==> config.mk <==
export PLATFORM = sky130hd
export DESIGN_NAME = alarm_clock_controller
export DESIGN_NICKNAME = d
export VERILOG_FILES = /design/src/rtl/core/acc_pkg.sv /design/src/rtl/core/alarm_clock_controller.sv /design/src/rtl/core/acc_step.sv
export SDC_FILE = /design/constraint.sdc
export NUM_CORES = 1
export LEC_CHECK = 0
export BUFFER_PORTS_ARGS = -buffer_cell sky130_fd_sc_hd__clkbuf_2
export CORE_MARGIN = 5
export CORE_UTILIZATION = 40
export CTS_BUF_LIST = sky130_fd_sc_hd__clkbuf_16
export DETAILED_ROUTE_END_ITERATION = 6
export PLACE_DENSITY = 0.58
export SYNTH_ARGS = -nofsm -noshare
export SYNTH_HDL_FRONTEND = slang
export SYNTH_SLANG_ARGS = --single-unit
==> constraint.sdc <==
create_clock -name clk -period 14.4 [get_ports clk]
set_input_delay 0.72 -clock clk [delete_from_list [all_inputs] [get_ports clk]]
set_output_delay 0.72 -clock clk [all_outputs]
set_load 0.02 [all_outputs]
==> src/rtl/core/acc_pkg.sv <==
`timescale 1ns / 1ps
// ---------------------------------------------------------------------------
// acc_pkg - shared types and helpers for the alarm clock controller
// state, configuration and result structs, codes and time arithmetic
// ---------------------------------------------------------------------------
package acc_pkg;

  localparam logic [4:0] HOUR_MAX   = 5'd23;
  localparam logic [5:0] MINUTE_MAX = 6'd59;

  // item kinds
  localparam logic [1:0] FUNC_BUTTON  = 2'd0;
  localparam logic [1:0] FUNC_POLL    = 2'd1;
  localparam logic [1:0] FUNC_REFRESH = 2'd2;

  // button mode machine
  localparam logic [2:0] MODE_IDLE       = 3'd0;
  localparam logic [2:0] MODE_CLK_HOUR   = 3'd1;
  localparam logic [2:0] MODE_CLK_MINUTE = 3'd2;
  localparam logic [2:0] MODE_ALM_HOUR   = 3'd3;
  localparam logic [2:0] MODE_ALM_MINUTE = 3'd4;
  localparam logic [2:0] MODE_SONG       = 3'd5;

  // display views
  localparam logic [1:0] VIEW_CLOCK = 2'd0;
  localparam logic [1:0] VIEW_ALARM = 2'd2;
  localparam logic [1:0] VIEW_SONG  = 2'd3;

  // configuration register indexes
  localparam logic [1:0] CFG_FLASH_WRAP  = 2'd0;
  localparam logic [1:0] CFG_CLOCK_BLANK = 2'd1;
  localparam logic [1:0] CFG_ALARM_BLANK = 2'd2;
  localparam logic [1:0] CFG_SONG_COUNT  = 2'd3;

  localparam logic [11:0] FLASH_WRAP_RST  = 12'd1000;
  localparam logic [11:0] CLOCK_BLANK_RST = 12'd100;
  localparam logic [11:0] ALARM_BLANK_RST = 12'd300;
  localparam logic [3:0]  SONG_COUNT_RST  = 4'd3;

  typedef struct packed {
    logic [11:0] flash_wrap;
    logic [11:0] clock_blank_until;
    logic [11:0] alarm_blank_until;
    logic [3:0]  song_count;
  } cfg_t;

  typedef struct packed {
    logic [2:0]  mode;
    logic [1:0]  view;
    logic [4:0]  clock_hour;
    logic [5:0]  clock_minute;
    logic [4:0]  alarm_hour;
    logic [5:0]  alarm_minute;
    logic        show_enable;
    logic        flashing;
    logic        alarm_active;
    logic        alarm_armed;
    logic [11:0] flash_count;
    logic [2:0]  digit_index;
    logic [3:0]  song;
  } st_t;

  typedef struct packed {
    logic [1:0] func;
    logic [3:0] buttons;
    logic [4:0] rtc_clock_hour;
    logic [5:0] rtc_clock_minute;
    logic [4:0] rtc_alarm_hour;
    logic [5:0] rtc_alarm_minute;
  } item_t;

  // per-beat outputs that are not copies of the state
  typedef struct packed {
    logic       write_rtc;
    logic [2:0] digit_select;
    logic [3:0] digit_value;
    logic       dot_on;
    logic       next_song;
  } res_t;

  function automatic logic [5:0] wrap_up(input logic [5:0] v, input logic [5:0] max);
    return (v >= max) ? 6'd0 : v + 6'd1;
  endfunction

  function automatic logic [5:0] wrap_down(input logic [5:0] v, input logic [5:0] max);
    return (v == 6'd0 || v > max) ? max : v - 6'd1;
  endfunction

  // tens digit of a value below 64 by compare chain
  function automatic logic [3:0] tens_of(input logic [5:0] v);
    logic [3:0] t;
    if (v >= 6'd60) t = 4'd6;
    else if (v >= 6'd50) t = 4'd5;
    else if (v >= 6'd40) t = 4'd4;
    else if (v >= 6'd30) t = 4'd3;
    else if (v >= 6'd20) t = 4'd2;
    else if (v >= 6'd10) t = 4'd1;
    else t = 4'd0;
    return t;
  endfunction

  function automatic logic [3:0] ones_of(input logic [5:0] v);
    logic [5:0] t;
    logic [5:0] r;
    t = {2'b00, tens_of(v)};
    r = v - ((t << 3) + (t << 1));
    return r[3:0];
  endfunction

endpackage

==> src/rtl/core/alarm_clock_controller.sv <==
`timescale 1ns / 1ps
// ---------------------------------------------------------------------------
// alarm_clock_controller - button, alarm and display controller
// two-stage registered pipeline around the per-beat state update
// ---------------------------------------------------------------------------
//
//   channel | direction | handshake          | payload
//   --------+-----------+--------------------+------------------------------------
//   in_     | input     | in_valid/in_stall  | func, buttons, rtc time and alarm
//   out_    | output    | out_valid/out_stall| rtc write flag, time values, digit,
//           |           |                    | ringing, next song pulse
//   cfg_    | input     | cfg_we             | cfg_index, cfg_wdata (12 bits)
//
// one beat per cycle sustained while out_stall is low; out_valid rises once the accepted beat has
// passed the input register, then the state update into the result register
// synchronous active-low reset returns state and config registers to defaults
// out_stall holds the result register; the input register keeps accepting
// until both stages are full, so in_stall only rises when both are occupied
//
module alarm_clock_controller (
  input  logic        clk,
  input  logic        rst_n,
  // input beats
  input  logic        in_valid,
  output logic        in_stall,
  input  logic [1:0]  in_func,
  input  logic [3:0]  in_buttons,
  input  logic [4:0]  in_rtc_clock_hour,
  input  logic [5:0]  in_rtc_clock_minute,
  input  logic [4:0]  in_rtc_alarm_hour,
  input  logic [5:0]  in_rtc_alarm_minute,
  // result beats
  output logic        out_valid,
  input  logic        out_stall,
  output logic        out_write_rtc,
  output logic [4:0]  out_clock_hour_out,
  output logic [5:0]  out_clock_minute_out,
  output logic [4:0]  out_alarm_hour_out,
  output logic [5:0]  out_alarm_minute_out,
  output logic [2:0]  out_digit_select,
  output logic [3:0]  out_digit_value,
  output logic        out_dot_on,
  output logic        out_ringing,
  output logic        out_next_song,
  // configuration writes
  input  logic        cfg_we,
  input  logic [1:0]  cfg_index,
  input  logic [11:0] cfg_wdata
);

  acc_pkg::cfg_t  cfg_r;
  acc_pkg::st_t   st_r;
  acc_pkg::st_t   st_nxt;
  acc_pkg::item_t item_r;
  acc_pkg::res_t  res;
  acc_pkg::res_t  res_r;
  logic           item_vld_r;
  logic           out_vld_r;
  logic           adv;
  logic           in_acc;

  // the held item moves on when the result register is empty or being drained
  assign adv      = item_vld_r && (!out_vld_r || !out_stall);
  assign in_stall = item_vld_r && !adv;
  assign in_acc   = in_valid && !in_stall;

  // per-beat combinational update
  acc_step u_step (
    .st     (st_r),
    .cfg    (cfg_r),
    .item   (item_r),
    .st_nxt (st_nxt),
    .res    (res)
  );

  // configuration registers
  always_ff @(posedge clk) begin
    if (!rst_n) begin
      cfg_r.flash_wrap        <= acc_pkg::FLASH_WRAP_RST;
      cfg_r.clock_blank_until <= acc_pkg::CLOCK_BLANK_RST;
      cfg_r.alarm_blank_until <= acc_pkg::ALARM_BLANK_RST;
      cfg_r.song_count        <= acc_pkg::SONG_COUNT_RST;
    end else if (cfg_we) begin
      case (cfg_index)
        acc_pkg::CFG_FLASH_WRAP:  cfg_r.flash_wrap        <= cfg_wdata;
        acc_pkg::CFG_CLOCK_BLANK: cfg_r.clock_blank_until <= cfg_wdata;
        acc_pkg::CFG_ALARM_BLANK: cfg_r.alarm_blank_until <= cfg_wdata;
        acc_pkg::CFG_SONG_COUNT:  cfg_r.song_count        <= cfg_wdata[3:0];
        default: begin
        end
      endcase
    end
  end

  // input register stage
  always_ff @(posedge clk) begin
    if (!rst_n) begin
      item_vld_r <= 1'b0;
    end else if (in_acc) begin
      item_vld_r <= 1'b1;
    end else if (adv) begin
      item_vld_r <= 1'b0;
    end
  end

  always_ff @(posedge clk) begin
    if (in_acc) begin
      item_r.func             <= in_func;
      item_r.buttons          <= in_buttons;
      item_r.rtc_clock_hour   <= in_rtc_clock_hour;
      item_r.rtc_clock_minute <= in_rtc_clock_minute;
      item_r.rtc_alarm_hour   <= in_rtc_alarm_hour;
      item_r.rtc_alarm_minute <= in_rtc_alarm_minute;
    end
  end

  // controller state commits as the item moves into the result register
  always_ff @(posedge clk) begin
    if (!rst_n) begin
      st_r.mode         <= acc_pkg::MODE_IDLE;
      st_r.view         <= acc_pkg::VIEW_CLOCK;
      st_r.clock_hour   <= '0;
      st_r.clock_minute <= '0;
      st_r.alarm_hour   <= '0;
      st_r.alarm_minute <= '0;
      st_r.show_enable  <= 1'b1;
      st_r.flashing     <= 1'b0;
      st_r.alarm_active <= 1'b0;
      st_r.alarm_armed  <= 1'b1;
      st_r.flash_count  <= '0;
      st_r.digit_index  <= 3'd1;
      st_r.song         <= 4'd1;
    end else if (adv) begin
      st_r <= st_nxt;
    end
  end

  // result register
  always_ff @(posedge clk) begin
    if (!rst_n) begin
      out_vld_r <= 1'b0;
    end else if (adv) begin
      out_vld_r <= 1'b1;
    end else if (!out_stall) begin
      out_vld_r <= 1'b0;
    end
  end

  acc_pkg::st_t st_out_r;

  always_ff @(posedge clk) begin
    if (adv) begin
      res_r    <= res;
      st_out_r <= st_nxt;
    end
  end

  assign out_valid            = out_vld_r;
  assign out_write_rtc        = res_r.write_rtc;
  assign out_clock_hour_out   = st_out_r.clock_hour;
  assign out_clock_minute_out = st_out_r.clock_minute;
  assign out_alarm_hour_out   = st_out_r.alarm_hour;
  assign out_alarm_minute_out = st_out_r.alarm_minute;
  assign out_digit_select     = res_r.digit_select;
  assign out_digit_value      = res_r.digit_value;
  assign out_dot_on           = res_r.dot_on;
  assign out_ringing          = st_out_r.alarm_active;
  assign out_next_song        = res_r.next_song;

  // a committed item always lands in the result register
  a_adv_fills_out: assert property (@(posedge clk) disable iff (!rst_n)
    adv |=> out_vld_r)
    else $error("committed beat did not reach result register");

  // input side stalls only when both stages hold a beat
  a_stall_full: assert property (@(posedge clk) disable iff (!rst_n)
    in_stall |-> (item_vld_r && out_vld_r))
    else $error("input stalled with a free stage");

  // the alarm can only start ringing on an rtc poll
  a_ring_on_poll: assert property (@(posedge clk) disable iff (!rst_n)
    $rose(st_r.alarm_active) |-> $past(adv && item_r.func == acc_pkg::FUNC_POLL))
    else $error("alarm raised without rtc poll");

  // digit scan index stays on one of the four digits
  a_digit_range: assert property (@(posedge clk) disable iff (!rst_n)
    (st_r.digit_index >= 3'd1) && (st_r.digit_index <= 3'd4))
    else $error("digit index out of range");

endmodule

==> src/rtl/core/acc_step.sv <==
`timescale 1ns / 1ps
// ---------------------------------------------------------------------------
// acc_step - next-state and result logic for one beat
// button mode machine, rtc poll with alarm latch, display refresh
// ---------------------------------------------------------------------------
module acc_step (
  input  acc_pkg::st_t   st,
  input  acc_pkg::cfg_t  cfg,
  input  acc_pkg::item_t item,
  output acc_pkg::st_t   st_nxt,
  output acc_pkg::res_t  res
);

  logic        up, dn, md, en;
  logic [12:0] flash_inc;
  logic [11:0] fc_new;
  logic [4:0]  song_inc;
  logic        show_new;
  logic [5:0]  hr;
  logic [5:0]  mn;

  assign up = item.buttons[0];
  assign dn = item.buttons[1];
  assign md = item.buttons[2];
  assign en = item.buttons[3];

  assign flash_inc = {1'b0, st.flash_count} + 13'd1;
  assign fc_new    = (flash_inc > {1'b0, cfg.flash_wrap}) ? 12'd0 : flash_inc[11:0];
  assign song_inc  = {1'b0, st.song} + 5'd1;

  always_comb begin
    st_nxt   = st;
    res      = '0;
    show_new = st.show_enable;
    hr       = {1'b0, st.clock_hour};
    mn       = st.clock_minute;
    case (item.func)
      acc_pkg::FUNC_BUTTON: begin
        case (st.mode)
          acc_pkg::MODE_IDLE: begin
            st_nxt.view = acc_pkg::VIEW_CLOCK;
            if (up) begin
              st_nxt.flashing = 1'b1;
              st_nxt.mode     = acc_pkg::MODE_CLK_HOUR;
            end else if (dn) begin
              st_nxt.flashing = 1'b1;
              st_nxt.mode     = acc_pkg::MODE_ALM_HOUR;
              st_nxt.view     = acc_pkg::VIEW_ALARM;
            end else if (md) begin
              st_nxt.view        = acc_pkg::VIEW_SONG;
              st_nxt.mode        = acc_pkg::MODE_SONG;
              st_nxt.show_enable = 1'b0;
            end else if (en && st.alarm_active) begin
              st_nxt.alarm_active = 1'b0;
            end
          end
          acc_pkg::MODE_CLK_HOUR: begin
            if (up) begin
              st_nxt.clock_hour = 5'(acc_pkg::wrap_up({1'b0, st.clock_hour},
                                                      {1'b0, acc_pkg::HOUR_MAX}));
              res.write_rtc = 1'b1;
            end else if (dn) begin
              st_nxt.clock_hour = 5'(acc_pkg::wrap_down({1'b0, st.clock_hour},
                                                        {1'b0, acc_pkg::HOUR_MAX}));
              res.write_rtc = 1'b1;
            end else if (en) begin
              st_nxt.mode        = acc_pkg::MODE_CLK_MINUTE;
              st_nxt.show_enable = 1'b1;
              res.write_rtc      = 1'b1;
            end
          end
          acc_pkg::MODE_CLK_MINUTE: begin
            if (up) begin
              st_nxt.clock_minute = acc_pkg::wrap_up(st.clock_minute, acc_pkg::MINUTE_MAX);
              res.write_rtc = 1'b1;
            end else if (dn) begin
              st_nxt.clock_minute = acc_pkg::wrap_down(st.clock_minute, acc_pkg::MINUTE_MAX);
              res.write_rtc = 1'b1;
            end else if (en) begin
              st_nxt.mode        = acc_pkg::MODE_IDLE;
              st_nxt.show_enable = 1'b1;
              st_nxt.flashing    = 1'b0;
            end
          end
          acc_pkg::MODE_ALM_HOUR: begin
            st_nxt.view = acc_pkg::VIEW_ALARM;
            if (up) begin
              st_nxt.alarm_hour = 5'(acc_pkg::wrap_up({1'b0, st.alarm_hour},
                                                      {1'b0, acc_pkg::HOUR_MAX}));
              res.write_rtc = 1'b1;
            end else if (dn) begin
              st_nxt.alarm_hour = 5'(acc_pkg::wrap_down({1'b0, st.alarm_hour},
                                                        {1'b0, acc_pkg::HOUR_MAX}));
              res.write_rtc = 1'b1;
            end else if (en) begin
              st_nxt.mode        = acc_pkg::MODE_ALM_MINUTE;
              st_nxt.show_enable = 1'b1;
              res.write_rtc      = 1'b1;
            end
          end
          acc_pkg::MODE_ALM_MINUTE: begin
            st_nxt.view = acc_pkg::VIEW_ALARM;
            if (up) begin
              st_nxt.alarm_minute = acc_pkg::wrap_up(st.alarm_minute, acc_pkg::MINUTE_MAX);
              res.write_rtc = 1'b1;
            end else if (dn) begin
              st_nxt.alarm_minute = acc_pkg::wrap_down(st.alarm_minute, acc_pkg::MINUTE_MAX);
              res.write_rtc = 1'b1;
            end else if (en) begin
              st_nxt.mode        = acc_pkg::MODE_IDLE;
              st_nxt.show_enable = 1'b1;
              st_nxt.flashing    = 1'b0;
              res.write_rtc      = 1'b1;
            end
          end
          acc_pkg::MODE_SONG: begin
            if (md) begin
              res.next_song = 1'b1;
              st_nxt.song   = (song_inc > {1'b0, cfg.song_count}) ? 4'd1 : song_inc[3:0];
            end else if (en) begin
              st_nxt.mode        = acc_pkg::MODE_IDLE;
              st_nxt.show_enable = 1'b1;
            end
          end
          default: begin
          end
        endcase
      end
      acc_pkg::FUNC_POLL: begin
        st_nxt.clock_hour   = item.rtc_clock_hour;
        st_nxt.clock_minute = item.rtc_clock_minute;
        st_nxt.alarm_hour   = item.rtc_alarm_hour;
        st_nxt.alarm_minute = item.rtc_alarm_minute;
        if (item.rtc_alarm_minute == item.rtc_clock_minute &&
            item.rtc_alarm_hour == item.rtc_clock_hour && st.alarm_armed) begin
          st_nxt.alarm_active = 1'b1;
          st_nxt.alarm_armed  = 1'b0;
        end else if (item.rtc_alarm_minute != item.rtc_clock_minute &&
                     item.rtc_alarm_hour != item.rtc_clock_hour && !st.alarm_armed) begin
          st_nxt.alarm_armed = 1'b1;
        end
      end
      acc_pkg::FUNC_REFRESH: begin
        st_nxt.flash_count = fc_new;
        if (st.view == acc_pkg::VIEW_SONG) begin
          if (st.song <= 4'd9) begin
            res.digit_select = 3'd1;
            res.digit_value  = st.song;
            res.dot_on       = 1'b1;
          end
        end else begin
          if (st.view == acc_pkg::VIEW_ALARM) begin
            if (st.flashing) show_new = (fc_new > cfg.alarm_blank_until);
            hr = {1'b0, st.alarm_hour};
            mn = st.alarm_minute;
          end else begin
            if (st.flashing) show_new = (fc_new > cfg.clock_blank_until);
          end
          st_nxt.show_enable = show_new;
          if (show_new) begin
            case (st.digit_index)
              3'd1: begin
                res.digit_select   = 3'd1;
                res.digit_value    = acc_pkg::tens_of(hr);
                st_nxt.digit_index = 3'd2;
              end
              3'd2: begin
                res.digit_select   = 3'd2;
                res.digit_value    = acc_pkg::ones_of(hr);
                res.dot_on         = 1'b1;
                st_nxt.digit_index = 3'd3;
              end
              3'd3: begin
                res.digit_select   = 3'd3;
                res.digit_value    = acc_pkg::tens_of(mn);
                st_nxt.digit_index = 3'd4;
              end
              3'd4: begin
                res.digit_select   = 3'd4;
                res.digit_value    = acc_pkg::ones_of(mn);
                st_nxt.digit_index = 3'd1;
              end
              default: st_nxt.digit_index = 3'd1;
            endcase
          end
        end
      end
      default: begin
      end
    endcase
  end

endmodule
==> metrics.md, run 1 <==
| Metric | Value |
|---|---|
| Status | `complete, no violations` |
| Setup tns final | `0 ns` |
| DR pass1 iterations | `5` |
| Register area | `3674 sq um` |
| Layout cell share with drive strength beyond 1 | `13.32%` |
| Clock transition at path regs | `0.06 ns` |
| Die ar. | `27,160 sq um` |
| Max_cap viols | `0` |
| Grt ovf | `0` |
| Critical-path maximum fanout | `21` |
| Buffers and inverters on the worst path | `1` |
| Mapped cell area | `9587 sq um` |
| Slowest CP cell | `a2111oi_0` |
| Clock skew | `0.01579 ns` |
| Unrepaired setup endpoints after global routing | `no` |
| Io pins | `82` |
| Final Max Tran Viols | `0` |
| Slowest stage delay, CP | `0.52 ns` |
| First-pass GRT wire length | `42,880 microns` |
| Die H | `164.8 microns` |
| TritonCTS buffer count | `17` |
| Leakage | `0.004194 uW` |
| Largest net degree at the start of global routing | `58` |
| Most Frequent Cell on Critical Path | `nand3_1` |
| Data required, critical path | `14.68 ns` |
| Mean area per synthesized cell | `8.409 sq um` |
| Most frequent cells after synthesis | `nand2_1, a21oi_1, dfxtp_1` |
| Post-synthesis sequential area ratio | `38.32%` |
| Resized cells post-CTS | `0` |
| Detailed Place HPWL | `19,130 microns` |
| Crit share post-route | `40.03%` |
| Die X | `164.8 microns` |
| IO Port Bufs | `81` |
| Final Critical Period | `5.764 ns` |
| CTS H-tree depth | `4` |
| Startpoint types | `flip-flop` |
| Vias | `8,546` |
| Synth Instances | `1,140` |
| Multi-input gate area | `5348 sq um` |
| Layout Nets | `1,284` |
| Synth Register Bits | `153` |
| Ys flop type | `dfxtp_1` |
| Vias per cell | `5.648` |
| Site Rows | `56` |
| Worst-Margin Slew | `1.191 ns` |
| Worst-skew pair later-pin latency | `0.43 ns` |
| DRC viols | `0` |
| Top post-synthesis cells by area | `dfxtp_1, edfxtp_1, ha_1` |
| Overall routing resource usage | `19.80%` |
| WL final | `26,930 microns` |
| Syn_nets | `1,243` |
| Most frequent cell after synthesis | `nand2_1` |
| Worst ir drop on vdd | `70.15 uV` |
| Asr flop ratio synth | `0%` |
| Initial core utilization | `40.72%` |
| Clock tree buffer depth | `2` |
| Avg WL per Cell | `17.80 microns` |
| Finish-stage setup viols | `0` |
| CTS Sinks | `153` |
| CTS tree | `yes` |
| Ant. Diodes | `0` |
| Slew headroom | `20.26%` |
| Critical-path cell list | `and3_1 -> nand3_1 -> nor2_1 -> and3_1 -> nand3_1 -> xor2_1 -> inv_1 -> ha_1 -> nand3_1 -> nor4_2 -> nor2_1 -> a31oi_2 -> nand2_1 -> nor2_1 -> ha_1 -> a21oi_1 -> o21ai_0 -> a2111oi_0 -> a21o_1 -> nand3_1 -> a2111oi_0 -> a31oi_1` |
| Hold buffer count at CTS | `0` |
| Share of the synthesized area in the top cell type | `19.21%` |
| Cell type with the highest aggregate area in the netlist | `dfxtp_1` |
| Post-CTS setup buffers | `0` |
| Hold Path Class | `flip-flop to flip-flop` |
| Setup CP Type | `flip-flop to flip-flop` |
| Placer Congestion | `0.9104` |
| Design Power | `1062 uW` |
| Yosys warns | `0` |
| Initial antenna violation count | `0` |
| Final ANT Viol Nets | `0` |
| Area Overhead vs Synth | `12.11%` |
| Core area | `23,540 sq um` |
| Netlist cell types | `90` |
| Root buf cell | `clkbuf_16` |
| Cell family with most CP delay | `simple AND/OR/NAND/NOR gates` |
| Post-synth EDFFs | `61` |
| Vias in the first global route | `8,005` |
| DR iter-0 viols | `815` |
| Final Hold Viols | `0` |
| Layout filler cell count | `2,347` |
| Pwr/cell area | `98.80 nW/um^2` |
| F_max | `173.5 MHz` |
| Worst Path Arrival | `6.04 ns` |
| Worst Setup End Kind | `flip-flop` |
cells by family after synthesis:
family	synth area share, %
and+or+nand+nor	20.37
AOI/OAI and AO/OA	22.62
DFF	38.32
buffers and inverters	5.978
adders and majority gates	7.413
xor gates and xnor gates	3.198
muxes	2.101
report_power, final:
group / total (uW) / switching (uW) / leakage, uW / internal, uW
Combinational: 125 / 79.2 / 0.00258 / 46.0
Clock: 446 / 191 / 0.000277 / 255
Sequential: 491 / 21.1 / 0.00134 / 470
Total: 1060 / 291 / 0.00419 / 771
flip-flops by register name, summed over array words and instances, names as in the netlist, 3 cells and up:
signal	cells
out_alarm_minute_out	6
out_digit_value	4
out_alarm_hour_out	5
item_r	28
st_r	50
out_clock_hour_out	5
cfg_r	40
out_clock_minute_out	6
out_digit_select	3
stage by stage:
step	cell area (sq um)	hold WS, ns	util (%)	cells	setup slack, ns
after floorplan	9587	0.4361	-	1140	9.743
after global placement	10170	0.4425	43.20	1481	8.814
after detailed placement	10170	0.4470	43.20	1481	8.697
after CTS	10750	0.4459	45.65	1513	8.637
after global routing	10750	0.4421	45.65	1513	8.022
final	10750	0.4527	45.65	1513	8.636
path summary, 6_finish.rpt:
| kind | start | to | slack [ns] | depth (start not counted) |
|---|---|---|---|---|
| max reg2reg | st_r[7]$_SDFFE_PN0P_ | st_r[22]$_SDFFE_PN1P_ | 8.64 | 22 |
| max | st_r[7]$_SDFFE_PN0P_ | st_r[22]$_SDFFE_PN1P_ | 8.64 | 22 |
| min | cfg_r[17]$_SDFFE_PN0P_ | cfg_r[17]$_SDFFE_PN0P_ | 0.45 | 2 |
| min reg2reg | cfg_r[17]$_SDFFE_PN0P_ | cfg_r[17]$_SDFFE_PN0P_ | 0.45 | 2 |
area by class of cell:
| class | count | share of cell area [%] |
|---|---|---|
| multi-input cells | 845 | 49.76 |
| clock inverters | 15 | 1.409 |
| repair buffers | 90 | 4.400 |
| flip-flops and latches | 153 | 34.18 |
| well taps | 319 | 3.714 |
| clock buffers | 17 | 3.958 |
| inverters | 74 | 2.584 |
metal layers:
metal / vias up / share of wire [%] / global-route usage (%) / wire [microns]
met5: - / 0 / 0 / 0
met4: 0 / 1.6 / 4.953 / 420
met3: 38 / 6.4 / 3.968 / 1733
met2: 287 / 44 / 30.04 / 11840
met1: 4009 / 48 / 28.84 / 12940
li1: 4212 / - / - / -
worst reg2reg max path: cells and delay by family (launching register included):
| family | cells | cell delay (ns) |
|---|---|---|
| buffers and inverters | 1 | 0.08 |
| AOI/OAI and AO/OA | 7 | 1.84 |
| DFF | 1 | 0.43 |
| adders and majority gates | 2 | 0.60 |
| xor gates and xnor gates | 1 | 0.23 |
| and+or+nand+nor | 11 | 2.46 |
cells in the final DEF, fill, tap and decap left out, drive strengths merged, types with 13 or more instances in the layout:
| master | instances |
|---|---|
| inv | 78 |
| nand4 | 14 |
| ha | 56 |
| nor3 | 27 |
| a31oi | 13 |
| mux2i | 14 |
| nand3 | 42 |
| o21a | 14 |
| nand2 | 148 |
| edfxtp | 61 |
| nor2 | 80 |
| clkbuf | 98 |
| and3 | 14 |
| xnor2 | 17 |
| a21oi | 96 |
| o211ai | 22 |
| xor2 | 18 |
| dfxtp | 92 |
| o21ai | 74 |
Note: power is estimated with default switching activity, not from simulation.
==> inputs of run 2 (changes only) <==
PLACE_DENSITY = 0.6   (was 0.58)
clock period = 4.7 ns   (was 14.4 ns; I/O delays follow)
==> metrics.md, run 2 (synthesis results as in run 1) <==
| Metric | Value |
|---|---|
| Status | `complete, no violations` |
| Worst-Margin Slew | `1.104 ns` |
| Vias in the first global route | `8,403` |
| GR Util met2 | `31.64%` |
| Data required, critical path | `5.05 ns` |
| Pwr/cell area | `286.3 nW/um^2` |
| Worst-skew pair later-pin latency | `0.43 ns` |
| Overall routing resource usage | `21.13%` |
| CTS H-tree depth | `4` |
| Top flop regs | `st_r (50), cfg_r (40), item_r (28)` |
| Most Frequent Cell on Critical Path | `nand3_2` |
| GRT busiest layer | `met2` |
| Most frequent cells in the layout | `nand2_1, a21oi_1, dfxtp_1` |
| Slew headroom | `26.10%` |
| Placer Congestion | `0.9501` |
| Layout cell share with drive strength beyond 1 | `16.36%` |
| Grt ovf | `0` |
| Clock transition at path regs | `0.06 ns` |
| Worst R2R Path Depth | `22` |
| Largest reg by FF count | `st_r` |
| Post-place setup slack | `-0.07629 ns` |
| Worst Setup End Kind | `flip-flop` |
| Startpoint types | `flip-flop` |
| Worst ir drop on vdd | `215.2 uV` |
| Slowest stage delay, CP | `0.37 ns` |
| R2R Setup Slk | `0.15 ns` |
| M3 GR Usage | `3.743%` |
| Post-Place Cells | `1,497` |
| Final cell count without fillers | `1,560` |
| WHS Endpoint | `item_vld_r$_SDFFE_PN0P_` |
| FF-to-FF End | `st_r[6]$_SDFFE_PN0P_` |
| Final Hold Viols | `0` |
| Register area | `3680 sq um` |
| Detailed Place HPWL | `19,780 microns` |
| Worst reg2reg startpoint | `st_r[8]$_SDFFE_PN0P_` |
| Final Core Density | `48.17%` |
| Initial core utilization | `40.72%` |
| Clock skew | `0.01093 ns` |
| Grt met1 use | `31.31%` |
| Cell family with most CP delay | `simple AND/OR/NAND/NOR gates` |
| Largest register FFs | `50` |
| Setup tns final | `0 ns` |
| Final Critical Period | `4.548 ns` |
| Vias | `8,955` |
| F_max | `219.9 MHz` |
| Critical-path cell list | `and3_1 -> nand3_2 -> nor2_2 -> and3_4 -> nand3_2 -> xor2_2 -> inv_1 -> ha_4 -> nand3_2 -> nor4_4 -> nor2_2 -> a31oi_2 -> nand2_2 -> or2_4 -> ha_1 -> nor2b_1 -> o211ai_1 -> a211o_1 -> a311o_1 -> and3_4 -> or3_1 -> a21oi_1` |
| Area Overhead vs Synth | `18.28%` |
| Core area | `23,540 sq um` |
| Die X | `164.8 microns` |
| DRC viols | `0` |
| Vias per cell | `5.740` |
| CTS Sinks | `153` |
| DR pass1 iterations | `5` |
| Final ANT Viol Nets | `0` |
| Ant. Diodes | `0` |
| Root buf cell | `clkbuf_16` |
| Crit share post-route | `96.77%` |
| Clock tree buffer depth | `2` |
| Die ar. | `27,160 sq um` |
| Worst Path Arrival | `4.90 ns` |
| Hold Crit Depth | `3` |
| TritonCTS buffer count | `17` |
| Io pins | `82` |
| Most common cell after layout, fill and taps aside | `nand2_1` |
| Initial antenna violation count | `0` |
| Slowest CP cell | `dfxtp_2` |
| Largest net degree at the start of global routing | `54` |
| DR iter-0 viols | `924` |
| Setup CP Type | `flip-flop to flip-flop` |
| CTS tree | `yes` |
| Critical path depth | `22` |
| IO Port Bufs | `81` |
| First-pass GRT wire length | `45,720 microns` |
| Layout Nets | `1,331` |
| Max_cap viols | `0` |
| Avg WL per Cell | `18.10 microns` |
| Worst setup margin | `0.1519 ns` |
| Hold Worst Slack | `0.02468 ns` |
| Finish-stage setup viols | `0` |
| Layout filler cell count | `2,328` |
| Hold Path Class | `input pin to flip-flop` |
| Site Rows | `56` |
| Die H | `164.8 microns` |
| Buffers and inverters on the worst path | `1` |
| Final Max Tran Viols | `0` |
| Multi-input gate area | `5514 sq um` |
| Leakage | `0.004448 uW` |
| Hold path startpoint | `in_valid` |
| Critical-path maximum fanout | `7` |
| WL final | `28,240 microns` |
[run 2: changes by cell type in the layout (fill, tap and decap cells not counted), sizes merged]
cell         delta
buf            +19
clkinvlp        +1
clkinv          -3
bufinv          -2
dlygate4sd3    +28
clkbuf          +3
inv             +1
[run 2: worst max path at each step]
stage                         start  slack, ns                    end
6_report       st_r[8]$_SDFFE_PN0P_       0.15   st_r[6]$_SDFFE_PN0P_
5_1_grt        st_r[8]$_SDFFE_PN0P_      -0.08   st_r[5]$_SDFFE_PN0P_
4_1_cts        st_r[7]$_SDFFE_PN0P_       0.02  st_r[22]$_SDFFE_PN1P_
3_5_place_dp   st_r[7]$_SDFFE_PN0P_      -0.08  st_r[22]$_SDFFE_PN1P_
3_3_place_gp   st_r[7]$_SDFFE_PN0P_        0.1  st_r[22]$_SDFFE_PN1P_
2_1_floorplan  st_r[7]$_SDFFE_PN0P_       0.04  st_r[22]$_SDFFE_PN1P_
[run 2: layout make-up]
| type | instances | share of cell area (%) |
|---|---|---|
| multi-input cells | 845 | 48.63 |
| flip-flops and latches | 153 | 32.45 |
| repair buffers | 137 | 7.900 |
| clock buffers | 20 | 4.414 |
| well taps | 319 | 3.520 |
| inverters | 74 | 2.450 |
| clock inverters | 12 | 0.6400 |
[run 2: what timing repair did]
item / in CTS / in global routing
setup buffers: 0 / 3
pin swaps: 1 / 10
endpoints found under the hold margin: 28 / 0
resized for setup: 6 / 30
cloned: 0 / 0
endpoints found under the setup margin: 9 / 12
hold buffers: 28 / 0
[run 2: metrics by stage]
stage | instance area (sq um) | power, uW
after floorplan | 9587 | 1780
after global placement | 10290 | 1911
after detailed placement | 10290 | 1913
after CTS | 11170 | 3260
after global routing | 11340 | 3379
final | 11340 | 3246
[run 2: metal layers]
metal,up-vias,part of all wire (%)
met4,0,1.2
met2,314,44
met5,-,0
li1,4302,-
met1,4310,48
met3,29,6.7
[run 2: worst min-delay path, stage by stage]
cell	delay [ns]
clkbuf_2	0.08
nor2_1	0.04
nor2_1	0.07
[run 2: power by group]
group | internal, uW | switching [uW] | total [uW]
Sequential | 1440 | 67.0 | 1510
Clock | 763 | 569 | 1330
Combinational | 159 | 250 | 409
Total | 2360 | 886 | 3250
==> inputs of run 3 (changes only) <==
CORE_ASPECT_RATIO = 0.9   (was unset)
==> metrics.md, run 3 (synthesis results as in run 1) <==
| Metric | Value |
|---|---|
| Status | `complete, no violations` |
| Vias in the first global route | `8,240` |
| Overall routing resource usage | `20.66%` |
| Crit share post-route | `98.01%` |
| Worst Setup End Kind | `flip-flop` |
| Final Max Tran Viols | `0` |
| Worst ir drop on vdd | `195.3 uV` |
| Die X | `173.2 microns` |
| Setup tns final | `0 ns` |
| Largest register FFs | `50` |
| Hold Path Class | `input pin to flip-flop` |
| Area Overhead vs Synth | `17.84%` |
| DRC viols | `0` |
| Most frequent cells in the layout | `nand2_1, a21oi_1, dfxtp_1` |
| Worst-skew pair later-pin latency | `0.43 ns` |
| Avg WL per Cell | `18.38 microns` |
| Register area | `3680 sq um` |
| Critical-path maximum fanout | `7` |
| Clock tree buffer depth | `2` |
| Final Hold Viols | `0` |
| Setup CP Type | `flip-flop to flip-flop` |
| Slowest CP cell | `dfxtp_4` |
| Vias | `8,912` |
| Switching part of the total | `27.56%` |
| Placer Congestion | `0.9417` |
| Sw Pwr | `926.4 uW` |
| Die H | `156.9 microns` |
| Initial antenna violation count | `0` |
| F_max | `217.1 MHz` |
| Root buf cell | `clkbuf_16` |
| R2R Setup Slk | `0.09 ns` |
| Core area | `23,480 sq um` |
| Cell family with most CP delay | `simple AND/OR/NAND/NOR gates` |
| Startpoint types | `flip-flop` |
| Slew headroom | `24.50%` |
| Vias per cell | `5.780` |
| Layout filler cell count | `2,296` |
| FF-to-FF End | `st_r[6]$_SDFFE_PN0P_` |
| IO Port Bufs | `81` |
| Multi-input gate area | `5453 sq um` |
| Metal1 wirelength | `13,740 microns` |
| Worst reg2reg startpoint | `st_r[11]$_SDFFE_PN0P_` |
| Final cell count without fillers | `1,542` |
| Max_cap viols | `0` |
| Comb power frac | `12.0%` |
| Finish-stage setup viols | `0` |
| CTS tree | `yes` |
| Leakage | `0.004467 uW` |
| CTS H-tree depth | `4` |
| Buffers and inverters on the worst path | `1` |
| Clock transition at path regs | `0.07 ns` |
| Largest net degree at the start of global routing | `49` |
| DR iter-0 viols | `1,058` |
| Pwr/cell area | `297.6 nW/um^2` |
| Post-Place Cells | `1,479` |
| Initial core utilization | `40.84%` |
| Critical path depth | `22` |
| Final Critical Period | `4.607 ns` |
| DR pass1 iterations | `5` |
| Die ar. | `27,170 sq um` |
| TritonCTS buffer count | `17` |
| Worst setup margin | `0.09345 ns` |
| Most common cell after layout, fill and taps aside | `nand2_1` |
| Site Rows | `53` |
| Detailed Place HPWL | `20,150 microns` |
| Setup crit start | `st_r[11]$_SDFFE_PN0P_` |
| Layout cell share with drive strength beyond 1 | `15.89%` |
| First-pass GRT wire length | `45,290 microns` |
| Final ANT Viol Nets | `0` |
| Highest metal used | `met4` |
| P_int | `2436 uW` |
| Ant. Diodes | `0` |
| Largest reg by FF count | `st_r` |
| Clock skew | `0.01272 ns` |
| CTS Sinks | `153` |
| Io pins | `82` |
| Post-place setup slack | `-0.01706 ns` |
| Worst-Margin Slew | `1.128 ns` |
| Slowest stage delay, CP | `0.37 ns` |
| Met3 wire len | `1889 microns` |
| Sequential Power Share | `44.9%` |
| Clk pwr share | `43.1%` |
| Data required, critical path | `5.06 ns` |
| Worst setup path end | `st_r[6]$_SDFFE_PN0P_` |
| Hold Worst Slack | `0.02316 ns` |
| Layout Nets | `1,330` |
| WL final | `28,340 microns` |
| Critical-path cell list | `and3_1 -> nand3_2 -> nor2_2 -> and3_4 -> nand3_1 -> xor2_1 -> inv_1 -> ha_4 -> nand3_2 -> nor4_4 -> nor2_1 -> a31oi_2 -> nand2_2 -> or2_4 -> ha_1 -> nor2b_1 -> o211ai_1 -> a211o_1 -> a311o_1 -> and3_4 -> or3_1 -> a21oi_1` |
| Grt ovf | `0` |
| Top flop regs | `st_r (50), cfg_r (40), item_r (28)` |
| Worst R2R Path Depth | `22` |
| Met2 wire length | `12,360 microns` |
| Worst Path Arrival | `4.97 ns` |
[run 3: per-layer routing]
| layer | vias up | global-route usage [%] |
|---|---|---|
| li1 | 4307 | - |
| met3 | 31 | 3.961 |
| met5 | - | 0 |
| met4 | 0 | 5.243 |
| met1 | 4261 | 30.24 |
| met2 | 313 | 31.50 |
[run 3: final cells by class]
cell class,instances,share of cell area [%]
Inverter,74,2.459
Multi-Input combinational cell,845,48.27
Clock buffer,20,4.430
Clock inverter,12,1.063
Timing Repair Buffer,136,7.864
Sequential cell,153,32.57
Tap cell,302,3.345
[run 3: worst register-to-register path, cell delays in order (launching register included)]
cell and delay [ns]:
dfxtp_4 0.37, and3_1 0.18, nand3_2 0.10, nor2_2 0.13, and3_4 0.20, nand3_1 0.10, xor2_1 0.28, inv_1 0.12
ha_4 0.29, nand3_2 0.10, nor4_4 0.30, nor2_1 0.10, a31oi_2 0.19, nand2_2 0.15, or2_4 0.27, ha_1 0.17
nor2b_1 0.10, o211ai_1 0.08, a211o_1 0.26, a311o_1 0.36, and3_4 0.22, or3_1 0.34, a21oi_1 0.14
[run 3: worst min path at each step]
stage | slack [ns] | end | start | depth (start not counted)
after floorplan | 0.33 | item_r[0]$_DFFE_PP_ | in_rtc_alarm_minute[0] | 0
after global placement | 0.41 | item_r[2]$_DFFE_PP_ | in_rtc_alarm_minute[2] | 1
after detailed placement | 0.41 | item_r[9]$_DFFE_PP_ | in_rtc_alarm_hour[3] | 1
after CTS | 0.01 | item_vld_r$_SDFFE_PN0P_ | in_valid | 3
after global routing | 0.02 | item_vld_r$_SDFFE_PN0P_ | in_valid | 3
final | 0.02 | item_vld_r$_SDFFE_PN0P_ | in_valid | 3
[run 3: power groups by stage]
| stage | Clock [uW] | Combinational, uW | Sequential [uW] |
|---|---|---|---|
| final | 1450 | 404 | 1510 |
| after floorplan | 0 | 270 | 1510 |
| after global placement | 0 | 377 | 1540 |
| after CTS | 1470 | 400 | 1510 |
| after global routing | 1530 | 446 | 1520 |
| after detailed placement | 0 | 379 | 1540 |
[run 3: per-stage QoR]
stage	total power, uW	instance area [sq um]	utilization [%]
3_5_place_dp	1915	10260	43.72
4_1_cts	3380	11180	47.64
5_1_grt	3495	11300	48.12
3_3_place_gp	1913	10260	43.72
2_1_floorplan	1780	9587	-
6_report	3362	11300	48.12
[run 3: what timing repair did]
action / 4_1_cts / 5_1_grt
setup endpoints to repair: 2 / 12
hold buffers: 28 / 0
hold endpoints to repair: 28 / 0
resized for setup: 4 / 21
buffers inserted: 0 / 3
pin swaps: 1 / 7
